$ cat config.mk
export PLATFORM = sky130hd
export DESIGN_NAME = websocket_frame_deframer
export DESIGN_NICKNAME = d
export VERILOG_FILES = /design/src/wsd_pkg.sv /design/src/wsd_parser.sv /design/src/websocket_frame_deframer.sv
export SDC_FILE = /design/constraint.sdc
export NUM_CORES = 1
export LEC_CHECK = 0
export BUFFER_PORTS_ARGS = -buffer_cell sky130_fd_sc_hd__buf_2
export CORE_MARGIN = 4
export CORE_UTILIZATION = 45
export DETAILED_ROUTE_END_ITERATION = 6
export SLEW_MARGIN = 20
export SYNTH_ARGS = -nofsm -noshare
export SYNTH_HDL_FRONTEND = slang
export SYNTH_SLANG_ARGS = --single-unit
$ cat constraint.sdc
create_clock -name clk_i -period 5.11 [get_ports clk_i]
set_input_delay 1.022 -clock clk_i [delete_from_list [all_inputs] [get_ports clk_i]]
set_output_delay 1.022 -clock clk_i [all_outputs]
set_load 0.02 [all_outputs]
$ cat src/wsd_pkg.sv
// ----------------------------------------------------------------------------
// wsd_pkg
// Shared types and constants for the WebSocket frame deframer.
// ----------------------------------------------------------------------------
package wsd_pkg;

  localparam int unsigned ByteW   = 8;
  localparam int unsigned OpcodeW = 4;
  localparam int unsigned LenW    = 64;
  localparam int unsigned KeyW    = 32;
  localparam int unsigned CountW  = 4;

  localparam logic [6:0]  Len7Ext16 = 7'd126;
  localparam logic [6:0]  Len7Ext64 = 7'd127;
  localparam logic [CountW-1:0] Ext16Bytes = CountW'(2);
  localparam logic [CountW-1:0] Ext64Bytes = CountW'(8);
  localparam logic [CountW-1:0] KeyBytes   = CountW'(4);

  localparam logic [OpcodeW-1:0] OpcClose = 4'h8;
  localparam logic [OpcodeW-1:0] OpcPing  = 4'h9;
  localparam logic [OpcodeW-1:0] OpcPong  = 4'hA;

  typedef enum logic [2:0] {
    PH_HDR0,
    PH_HDR1,
    PH_EXTLEN,
    PH_MASKKEY,
    PH_PAYLOAD
  } phase_e;

  // One result as produced by the parser for the accepted byte.
  typedef struct packed {
    logic               valid;
    logic [ByteW-1:0]   payload_byte;
    logic [OpcodeW-1:0] frame_opcode;
    logic               last_of_frame;
    logic               no_payload;
  } wsd_res_t;

endpackage

$ cat src/wsd_parser.sv
// ----------------------------------------------------------------------------
// wsd_parser
// Frame header parser and payload unmasking; one byte per accepted item.
// ----------------------------------------------------------------------------
module wsd_parser (
  input  logic                    clk_i,
  input  logic                    rst_ni,
  input  logic                    step_i,
  input  logic [7:0]              rx_byte_i,
  output wsd_pkg::wsd_res_t       res_o
);
  import wsd_pkg::*;

  phase_e              phase_q, phase_d;
  logic [OpcodeW-1:0]  opcode_q, opcode_d;
  logic                mask_q, mask_d;
  logic [LenW-1:0]     length_q, length_d;
  logic [CountW-1:0]   count_q, count_d;
  logic [KeyW-1:0]     key_q, key_d;
  logic [1:0]          pos_q, pos_d;
  logic                closed_q, closed_d;

  logic [6:0]          len7;
  logic                len7_ext;
  logic [LenW-1:0]     len_shift;
  logic [LenW-1:0]     len_dec;
  logic                count_last;
  logic [ByteW-1:0]    key_byte;
  logic                active;

  assign active     = step_i && !closed_q;
  assign len7       = rx_byte_i[6:0];
  assign len7_ext   = (len7 == Len7Ext16) || (len7 == Len7Ext64);
  assign len_shift  = {length_q[LenW-ByteW-1:0], rx_byte_i};
  assign len_dec    = length_q - LenW'(1);
  assign count_last = (count_q == CountW'(1));
  assign key_byte   = mask_q ? key_q[(KeyW-1) - ByteW*pos_q -: ByteW] : '0;

  // Next state
  always_comb begin
    phase_d  = phase_q;
    opcode_d = opcode_q;
    mask_d   = mask_q;
    length_d = length_q;
    count_d  = count_q;
    key_d    = key_q;
    pos_d    = pos_q;
    closed_d = closed_q;
    if (active) begin
      unique case (phase_q)
        PH_HDR0: begin
          opcode_d = rx_byte_i[OpcodeW-1:0];
          phase_d  = PH_HDR1;
        end
        PH_HDR1: begin
          mask_d = rx_byte_i[7];
          if (len7_ext) begin
            length_d = '0;
            count_d  = (len7 == Len7Ext16) ? Ext16Bytes : Ext64Bytes;
            phase_d  = PH_EXTLEN;
          end else begin
            length_d = LenW'(len7);
            if (rx_byte_i[7]) begin
              key_d   = '0;
              count_d = KeyBytes;
              phase_d = PH_MASKKEY;
            end else if (len7 == 7'd0) begin
              phase_d  = PH_HDR0;
              closed_d = (opcode_q == OpcClose);
            end else begin
              pos_d   = '0;
              phase_d = PH_PAYLOAD;
            end
          end
        end
        PH_EXTLEN: begin
          length_d = len_shift;
          count_d  = count_q - CountW'(1);
          if (count_last) begin
            if (mask_q) begin
              key_d   = '0;
              count_d = KeyBytes;
              phase_d = PH_MASKKEY;
            end else if (len_shift == '0) begin
              phase_d  = PH_HDR0;
              closed_d = (opcode_q == OpcClose);
            end else begin
              pos_d   = '0;
              phase_d = PH_PAYLOAD;
            end
          end
        end
        PH_MASKKEY: begin
          key_d   = {key_q[KeyW-ByteW-1:0], rx_byte_i};
          count_d = count_q - CountW'(1);
          if (count_last) begin
            if (length_q == '0) begin
              phase_d  = PH_HDR0;
              closed_d = (opcode_q == OpcClose);
            end else begin
              pos_d   = '0;
              phase_d = PH_PAYLOAD;
            end
          end
        end
        PH_PAYLOAD: begin
          pos_d    = pos_q + 2'd1;
          length_d = len_dec;
          if (len_dec == '0) begin
            phase_d  = PH_HDR0;
            closed_d = (opcode_q == OpcClose);
          end
        end
        default: phase_d = PH_HDR0;
      endcase
    end
  end

  // Result for the accepted byte
  always_comb begin
    res_o = '0;
    res_o.frame_opcode = opcode_q;
    if (active) begin
      unique case (phase_q)
        PH_HDR1: begin
          if (!len7_ext && !rx_byte_i[7] && (len7 == 7'd0)) begin
            res_o.valid         = 1'b1;
            res_o.last_of_frame = 1'b1;
            res_o.no_payload    = 1'b1;
          end
        end
        PH_EXTLEN: begin
          if (count_last && !mask_q && (len_shift == '0)) begin
            res_o.valid         = 1'b1;
            res_o.last_of_frame = 1'b1;
            res_o.no_payload    = 1'b1;
          end
        end
        PH_MASKKEY: begin
          if (count_last && (length_q == '0)) begin
            res_o.valid         = 1'b1;
            res_o.last_of_frame = 1'b1;
            res_o.no_payload    = 1'b1;
          end
        end
        PH_PAYLOAD: begin
          res_o.valid         = 1'b1;
          res_o.payload_byte  = rx_byte_i ^ key_byte;
          res_o.last_of_frame = (len_dec == '0);
        end
        default: res_o.valid = 1'b0;
      endcase
    end
  end

  always_ff @(posedge clk_i or negedge rst_ni) begin
    if (!rst_ni) begin
      phase_q  <= PH_HDR0;
      opcode_q <= '0;
      mask_q   <= 1'b0;
      length_q <= '0;
      count_q  <= '0;
      key_q    <= '0;
      pos_q    <= '0;
      closed_q <= 1'b0;
    end else begin
      phase_q  <= phase_d;
      opcode_q <= opcode_d;
      mask_q   <= mask_d;
      length_q <= length_d;
      count_q  <= count_d;
      key_q    <= key_d;
      pos_q    <= pos_d;
      closed_q <= closed_d;
    end
  end

  assert property (@(posedge clk_i) disable iff (!rst_ni)
    $past(closed_q) |-> closed_q)
    else $error("closed stream reopened");

  assert property (@(posedge clk_i) disable iff (!rst_ni)
    (phase_q == PH_EXTLEN || phase_q == PH_MASKKEY) |-> (count_q != '0))
    else $error("header byte count empty in counted phase");

  assert property (@(posedge clk_i) disable iff (!rst_ni)
    (phase_q == PH_PAYLOAD) |-> (length_q != '0))
    else $error("payload phase with zero length");

endmodule

$ cat src/websocket_frame_deframer.sv
// ----------------------------------------------------------------------------
// websocket_frame_deframer
// Receive-side WebSocket frame parser: strips headers, unmasks payload bytes.
// ----------------------------------------------------------------------------
//  Channel   Direction  Handshake               Payload
//  input     in         in_valid_i / in_stall_o rx_byte_i
//  output    out        out_valid_o/ out_stall_i payload_byte_o, frame_opcode_o,
//                                               last_of_frame_o, no_payload_o
//
//  One byte is accepted per cycle while in_stall_o is low; its result, if any,
//  appears in the output register on the next cycle. The header parser and
//  64-bit length counter update in the same cycle as the byte is taken.
//  Reset (rst_ni low, asynchronous) returns the parser to the first header
//  byte and empties the output register.
//  in_stall_o is high only while a result waits and out_stall_i is high.
// ----------------------------------------------------------------------------
module websocket_frame_deframer (
  input  logic       clk_i,
  input  logic       rst_ni,
  input  logic       in_valid_i,
  output logic       in_stall_o,
  input  logic [7:0] rx_byte_i,
  output logic       out_valid_o,
  input  logic       out_stall_i,
  output logic [7:0] payload_byte_o,
  output logic [3:0] frame_opcode_o,
  output logic       last_of_frame_o,
  output logic       no_payload_o
);
  import wsd_pkg::*;

  logic     in_accept;
  wsd_res_t res;
  logic     out_valid_q, out_valid_d;
  wsd_res_t out_q;

  assign in_stall_o = out_valid_q && out_stall_i;
  assign in_accept  = in_valid_i && !in_stall_o;

  wsd_parser u_parser (
    .clk_i     (clk_i),
    .rst_ni    (rst_ni),
    .step_i    (in_accept),
    .rx_byte_i (rx_byte_i),
    .res_o     (res)
  );

  // Hold while stalled; otherwise load whatever the new item produced.
  always_comb begin
    out_valid_d = out_valid_q;
    if (!in_stall_o) begin
      out_valid_d = in_accept && res.valid;
    end
  end

  always_ff @(posedge clk_i or negedge rst_ni) begin
    if (!rst_ni) begin
      out_valid_q <= 1'b0;
    end else begin
      out_valid_q <= out_valid_d;
    end
  end

  always_ff @(posedge clk_i) begin
    if (in_accept && res.valid) begin
      out_q <= res;
    end
  end

  assign out_valid_o     = out_valid_q;
  assign payload_byte_o  = out_q.payload_byte;
  assign frame_opcode_o  = out_q.frame_opcode;
  assign last_of_frame_o = out_q.last_of_frame;
  assign no_payload_o    = out_q.no_payload;

  assert property (@(posedge clk_i) disable iff (!rst_ni)
    out_valid_o && no_payload_o |-> last_of_frame_o && (payload_byte_o == 8'd0))
    else $error("empty-frame marker malformed");

  assert property (@(posedge clk_i) disable iff (!rst_ni)
    in_stall_o |-> out_valid_o)
    else $error("stall without pending result");

  assert property (@(posedge clk_i) disable iff (!rst_ni)
    out_valid_o && !out_stall_i && !in_valid_i |=> !out_valid_o)
    else $error("result repeated after delivery");

  assert property (@(posedge clk_i) disable iff (!rst_ni)
    $rose(out_valid_o) |-> $past(in_valid_i && !in_stall_o))
    else $error("result without accepted item");

endmodule
==> impl_metrics.json, run 1 <==
{
  "status": "complete, but fails checks",
  "violations": "design-rule violations",
  "p_sw_share_pct": 43.99,
  "yosysSeqAreaShare_pct": 38.19,
  "h-tree-depth": 4,
  "yosys.area.top_type": "dfrtp_1",
  "async_flop_share_pct": 88.89,
  "end_kind": "flop",
  "layout_commonest_cell": "o21ai_0",
  "yosys.area.top_type_share_pct": 33.20,
  "antenna_found_initial": 0,
  "ios": 28,
  "wirelength_mm": 26.93,
  "cts.clk_slew.worst_paths_ns": 0.06,
  "overflow": 0,
  "viasPerCell": 6.416,
  "dieArea_um2": 21010,
  "syn_avg_cell_area_um2": 8.093,
  "period_needed_ns": 3.980,
  "insertedDiodeCount": 0,
  "cts_sinks": 126,
  "hold_buffers": 0,
  "synth_flop_cell": "dfrtp_1",
  "combinationalPowerShare_pct": 35.6,
  "grt_setup_unrepaired": "false",
  "cts_tree": "built",
  "ant_nets": 0,
  "drive_gt1_share_pct": 11.93,
  "vdd_drop_max_v": 0.0002589,
  "internal-power_mw": 2.418,
  "fmax_mhz": 251.2,
  "fp.coreArea_um2": 18210,
  "synth_edf_count": 14,
  "path_class": "reg2reg",
  "grt_pass1_vias": 7376,
  "firstDrtPassIters": 7,
  "crit_top_cell": "nor2_1",
  "netlist_area_um2": 8441,
  "holdWs_ns": 0.4734,
  "fin_setup_tns_ns": 0,
  "setup_viol_count_final": 0,
  "seqPwrFrac_pct": 36.4,
  "drc": 2,
  "total_power_mw": 4.317,
  "cts_setup_buffers": 0,
  "grt_usage_pct": 25.76,
  "clock_latency_ns": 0.44,
  "min_path_type": "reg2reg",
  "die_w_um": 145.0,
  "worst-path-buf-inv": 1,
  "setup.worst_path.start_class": "flop",
  "vias": 8084,
  "ctsResizeCount": 0,
  "numCtsBuffers": 17,
  "ys_ff_latch": 126,
  "crit_arrival_ns": 4.05,
  "detailed_place_hpwl_mm": 18.57,
  "cp.required_ns": 5.18,
  "period_share_pct": 77.89,
  "yosysUniqueCellTypes": 74,
  "netlist_instances": 1043,
  "wire_per_inst_um": 21.38,
  "crit_chain": "nor3_2 -> nand4_2 -> or3_1 -> nor4_1 -> a31oi_1 -> nor2_1 -> nor2_1 -> inv_1",
  "slew_headroom_pct": 31.63,
  "cp_max_fo": 18,
  "multi_input_area_um2": 4820,
  "tightest_slew_ns": 1.026,
  "maxSlewViolCount": 0,
  "grt_max_degree": 120,
  "cts_root_buffer": "clkbuf_16",
  "drt_iter0_markers": 1000,
  "finClkSkew_ns": 0.01418,
  "start_util_pct": 46.35,
  "max_cap_violations": 0,
  "hold_viol": 0,
  "cpMaxStageDelayCell": "nor4_1",
  "row_count": 49,
  "die_y_um": 145.0,
  "fill_cells": 1752,
  "place.gp.congestion": 0.9576,
  "clock_path_buffers": 2,
  "cpPeakStageDelay_ns": 0.74,
  "nets": 1035,
  "critPathTopFamily": "simple AND/OR/NAND/NOR gates",
  "synth_top_cells_by_area": "dfrtp_1 (33%), o21ai_0 (9.0%), nand2_1 (5.6%)",
  "powerDensity_nw_per_um2": 468.4,
  "synth_warnings": 0,
  "regArea_um2": 3223,
  "grt_pass1_wl_mm": 43.45,
  "clkPwrFrac_pct": 28.0,
  "final_cell_mix": "o21ai_0 (151), nand2_1 (126), dfrtp_1 (112)",
  "syn_nets": 1060,
  "area_delta_synth_final_pct": 9.176,
  "p_leak_nw": 3.474,
  "power_switching_mw": 1.899,
  "portBuffers": 27
}
[sequential cells by signal, summed over array words and instances (netlist names)]
signal and count:
last_of_frame_o 1, u_parser.count_q 4, u_parser.key_q 32, u_parser.length_q 64, no_payload_o 1, frame_opcode_o 4
u_parser.phase_q 3, out_valid_o 1, u_parser.pos_q 2, u_parser.closed_q 1, u_parser.opcode_q 4, u_parser.mask_q 1
payload_byte_o 8
[cell usage after synthesis, types with 4 or more instances]
master    instances
mux4_2            8
buf_2             9
o21ai_0         152
nor2_1          111
or2_2             5
nand3b_1          4
clkbuf_1         67
a21oi_1          72
nand2_1         127
nor3b_1           5
mux2_2            6
a32oi_1           7
or4_1            16
inv_1            16
xor2_1           12
ha_1              5
dfrtp_1         112
a22oi_1          20
nor4_1           38
nand3_1          16
or3_1            18
xnor2_1          21
nand4_1          21
nor4b_1           4
nor3_2            6
and4_1            4
nor3_1           55
buf_4             4
a211oi_1          6
a31oi_1           6
nor2b_1           5
edfxtp_1         14
[area by class of cell]
| class | count | share of cell area [%] |
|---|---|---|
| tap | 229 | 3.109 |
| clock buffer | 18 | 4.657 |
| timing repair buffer | 40 | 2.688 |
| clock inverter | 14 | 1.616 |
| inverter | 16 | 0.6517 |
| sequential | 126 | 34.98 |
| multi-input combinational | 817 | 52.30 |
[metrics by stage]
step	utilization [%]	std cells	cell area, um^2	worst slack, ns
4_1_cts	50.61	1260	9215	1.160
3_3_place_gp	47.43	1228	8637	1.227
3_5_place_dp	47.43	1228	8637	1.163
2_1_floorplan	-	1043	8441	1.999
6_report	50.61	1260	9215	1.130
5_1_grt	50.61	1260	9215	0.8355
[worst paths after layout]
kind | endpoint | from | depth (start not counted) | slack, ns
setup reg to reg | frame_opcode_o[3] | u_parser.length_q[14] | 8 | 1.13
hold / removal | frame_opcode_o[3] | u_parser.opcode_q[3] | 0 | 0.47
setup / recovery | frame_opcode_o[3] | u_parser.length_q[14] | 8 | 1.13
min in group asynchronous | u_parser.key_q[27] | rst_ni | 1 | 0.66
max in group asynchronous | u_parser.length_q[20] | rst_ni | 2 | 3.53
hold reg to reg | frame_opcode_o[3] | u_parser.opcode_q[3] | 0 | 0.47
[worst reg2reg max path, stage by stage (launching register included)]
cell and delay, ns:
dfrtp_1 0.44, nor3_2 0.48, nand4_2 0.51, or3_1 0.54
nor4_1 0.74, a31oi_1 0.24, nor2_1 0.17, nor2_1 0.09
inv_1 0.42
[layer usage]
metal	vias to the layer above	part of all wire (%)	global-route usage, %
met5	-	0	0
met4	0	1.4	6.746
met3	39	8.1	5.987
met2	369	43	35.61
met1	3889	48	40.35
li1	3787	-	-
[cells by family (layout without fill, tap and decap cells)]
logic type | Yosys count | count (layout) | share of synthesized area (%)
buffers and inverters | 100 | 88 | 5.025
adder cells (fa/ha/maj) | 5 | 5 | 0.7412
AO/OA/AOI/OAI | 296 | 296 | 20.18
AND/OR/NAND/NOR | 468 | 468 | 29.40
XOR/XNOR | 33 | 33 | 3.424
multiplexers | 15 | 15 | 3.054
flip-flops | 126 | 126 | 38.19
[power groups by stage]
stage	Sequential [mW]	Combinational, mW	Clock [mW]
global route	1.60	1.69	1.28
global placement	1.57	1.51	0
floorplan	1.31	1.31	0
detailed placement	1.58	1.50	0
CTS	1.56	1.51	1.23
finish	1.57	1.54	1.21
No activity file was read; power rests on OpenSTA's default activity.
==> inputs of run 2 (changes only) <==
Clock period 5.11 ns to 3.35 ns, I/O delays scaled along.
==> run 2 against run 1 <==
  * The flow now finishes without violations
  * First-iteration DRC count unchanged
  * Wire length is 4.2% higher
  * Clock power is 55% higher
  * Cell area increased by 7.1%
  * Sequential share of layout area down 2.3 points
  * Worst setup slack worse by 0.94 ns
  * Die area unchanged
  * Count of clock-buffer cells in the layout stayed put
  * Final cell count up 6.6%
  * Worst hold slack got worse by 0.42 ns
  * Critical path type unchanged
  * Critical endpoint is now payload_byte_o[4]
  * Highest routed layer unchanged
==> impl_metrics.json, run 2 (synthesis gave the netlist of run 1 again) <==
{
  "grt_pass1_wl_mm": 45.37,
  "firstDrtPassIters": 5,
  "die_y_um": 145.0,
  "ios": 28,
  "wire_per_inst_um": 20.90,
  "cts_setup_buffers": 0,
  "fill_cells": 1702,
  "utilization_pct": 54.22,
  "cts_sinks": 126,
  "hold_buffers": 0,
  "maxSlewViolCount": 0,
  "drc": 0,
  "drive_gt1_share_pct": 18.58,
  "path_class": "reg2reg",
  "layout_commonest_cell": "o21ai_0",
  "dieArea_um2": 21010,
  "setup.worst_path.start_class": "flop",
  "timing.rr.start": "u_parser.length_q[43]",
  "cts_tree": "built",
  "grt_usage_pct": 26.81,
  "row_count": 49,
  "fin_setup_tns_ns": 0,
  "vdd_drop_max_v": 0.0004370,
  "antenna_found_initial": 0,
  "slew_headroom_pct": 51.15,
  "place.gp.congestion": 0.9935,
  "end_kind": "flop",
  "area_delta_synth_final_pct": 16.97,
  "crit_chain": "or4_4 -> nor3b_4 -> nand4_1 -> nor4_1 -> buf_4 -> a31oi_1 -> nor2_1 -> nor2_1 -> inv_1 -> buf_4",
  "worst-path-buf-inv": 3,
  "cts.clk_slew.worst_paths_ns": 0.07,
  "fmax_mhz": 316.9,
  "die_w_um": 145.0,
  "cpMaxStageDelayCell": "or4_4",
  "critPathTopFamily": "simple AND/OR/NAND/NOR gates",
  "placed_cell_area_um2": 9285,
  "grt_setup_unrepaired": "false",
  "crit_arrival_ns": 3.30,
  "nets": 1118,
  "viasPerCell": 6.327,
  "status": "completed",
  "r2r_slack_ns": 0.19,
  "cp.required_ns": 3.50,
  "numCtsBuffers": 17,
  "grt_pass1_vias": 7944,
  "cts_root_buffer": "clkbuf_16",
  "ant_nets": 0,
  "regMostFlops": "u_parser.length_q",
  "hold_viol": 0,
  "cpPeakStageDelay_ns": 0.60,
  "period_needed_ns": 3.156,
  "overflow": 0,
  "start_util_pct": 46.35,
  "rr_worst_depth": 10,
  "fin_area_um2": 9873,
  "final_cell_mix": "o21ai_0 (151), nand2_1 (126), dfrtp_1 (112)",
  "setup_viol_count_final": 0,
  "powerDensity_nw_per_um2": 725.4,
  "drt_iter0_markers": 1000,
  "cp_max_fo": 7,
  "max_cap_violations": 0,
  "ctsResizeCount": 0,
  "h-tree-depth": 4,
  "largest_reg_flops": 64,
  "period_share_pct": 94.20,
  "clock_latency_ns": 0.44,
  "vias": 8497,
  "grt_max_degree": 66,
  "finClkSkew_ns": 0.01216,
  "insertedDiodeCount": 0,
  "fp.coreArea_um2": 18210,
  "p_leak_nw": 3.904,
  "wirelength_mm": 28.06,
  "detailed_place_hpwl_mm": 19.87,
  "tightest_slew_ns": 0.7260,
  "clock_path_buffers": 2,
  "min_path_type": "in2async",
  "worstReg2RegEnd": "payload_byte_o[4]",
  "holdWs_ns": 0.05474,
  "portBuffers": 27
}
-- run 2: cell count changes in the layout (fill, tap and decap cells not counted) --
cell,before,now
clkinv_4,2,4
nor3b_4,0,1
buf_4,13,94
inv_4,1,0
inv_8,1,2
nor3b_1,5,4
clkinv_8,1,0
clkinvlp_4,2,1
buf_12,1,3
-- run 2: layout make-up --
type,instances,area (um^2),share of cell area [%]
multi-input cells,817,4831,48.93
flip-flops and latches,126,3223,32.64
repair buffers,123,895.9,9.074
clock buffers,18,429.2,4.347
well taps,229,286.5,2.902
clock inverters,14,147.6,1.495
inverters,16,60.06,0.6083
-- run 2: stage by stage --
stage               worst slack [ns]  instances  power (mW)
detailed placement           0.08675       1311       5.218
finish                        0.1944       1343       7.162
CTS                          0.06654       1343       7.085
global route               0.0006637       1343       7.550
floorplan                     0.2388       1043       3.996
global placement             0.09046       1311       5.230
-- run 2: routing by layer --
| metal | part of all wire [%] | routed length [um] | track usage (%) | vias to the layer above |
|---|---|---|---|---|
| li1 | - | - | - | 3945 |
| met1 | 46 | 13040 | 40.35 | 4084 |
| met2 | 43 | 12140 | 39.30 | 401 |
| met3 | 7.4 | 2076 | 4.272 | 67 |
| met4 | 2.9 | 804 | 9.406 | 0 |
| met5 | 0 | 0 | 0 | - |
-- run 2: worst max path at each step --
stage | from | end | slack (ns) | cells past startpoint
floorplan | u_parser.length_q[0] | last_of_frame_o | 0.24 | 12
global placement | u_parser.length_q[43] | payload_byte_o[2] | 0.09 | 10
detailed placement | u_parser.length_q[43] | payload_byte_o[2] | 0.09 | 10
CTS | u_parser.length_q[43] | payload_byte_o[2] | 0.07 | 10
global route | u_parser.length_q[49] | payload_byte_o[2] | 0.0007 | 10
finish | u_parser.length_q[43] | payload_byte_o[4] | 0.19 | 10
-- run 2: worst reg2reg max path, delay by kind of cell (launching register included) --
| kind | cells | cell delay (ns) |
|---|---|---|
| buffers and inverters | 3 | 0.49 |
| AOI/OAI and AO/OA | 1 | 0.14 |
| DFF | 1 | 0.38 |
| and+or+nand+nor | 6 | 1.89 |
-- run 2: power by group --
part / switching (mW) / total (mW) / leakage, nW / internal [mW]
Combinational: 1.86 / 3.12 / 2.04 / 1.26
Sequential: 0.397 / 2.18 / 1.58 / 1.78
Clock: 0.816 / 1.87 / 0.281 / 1.05
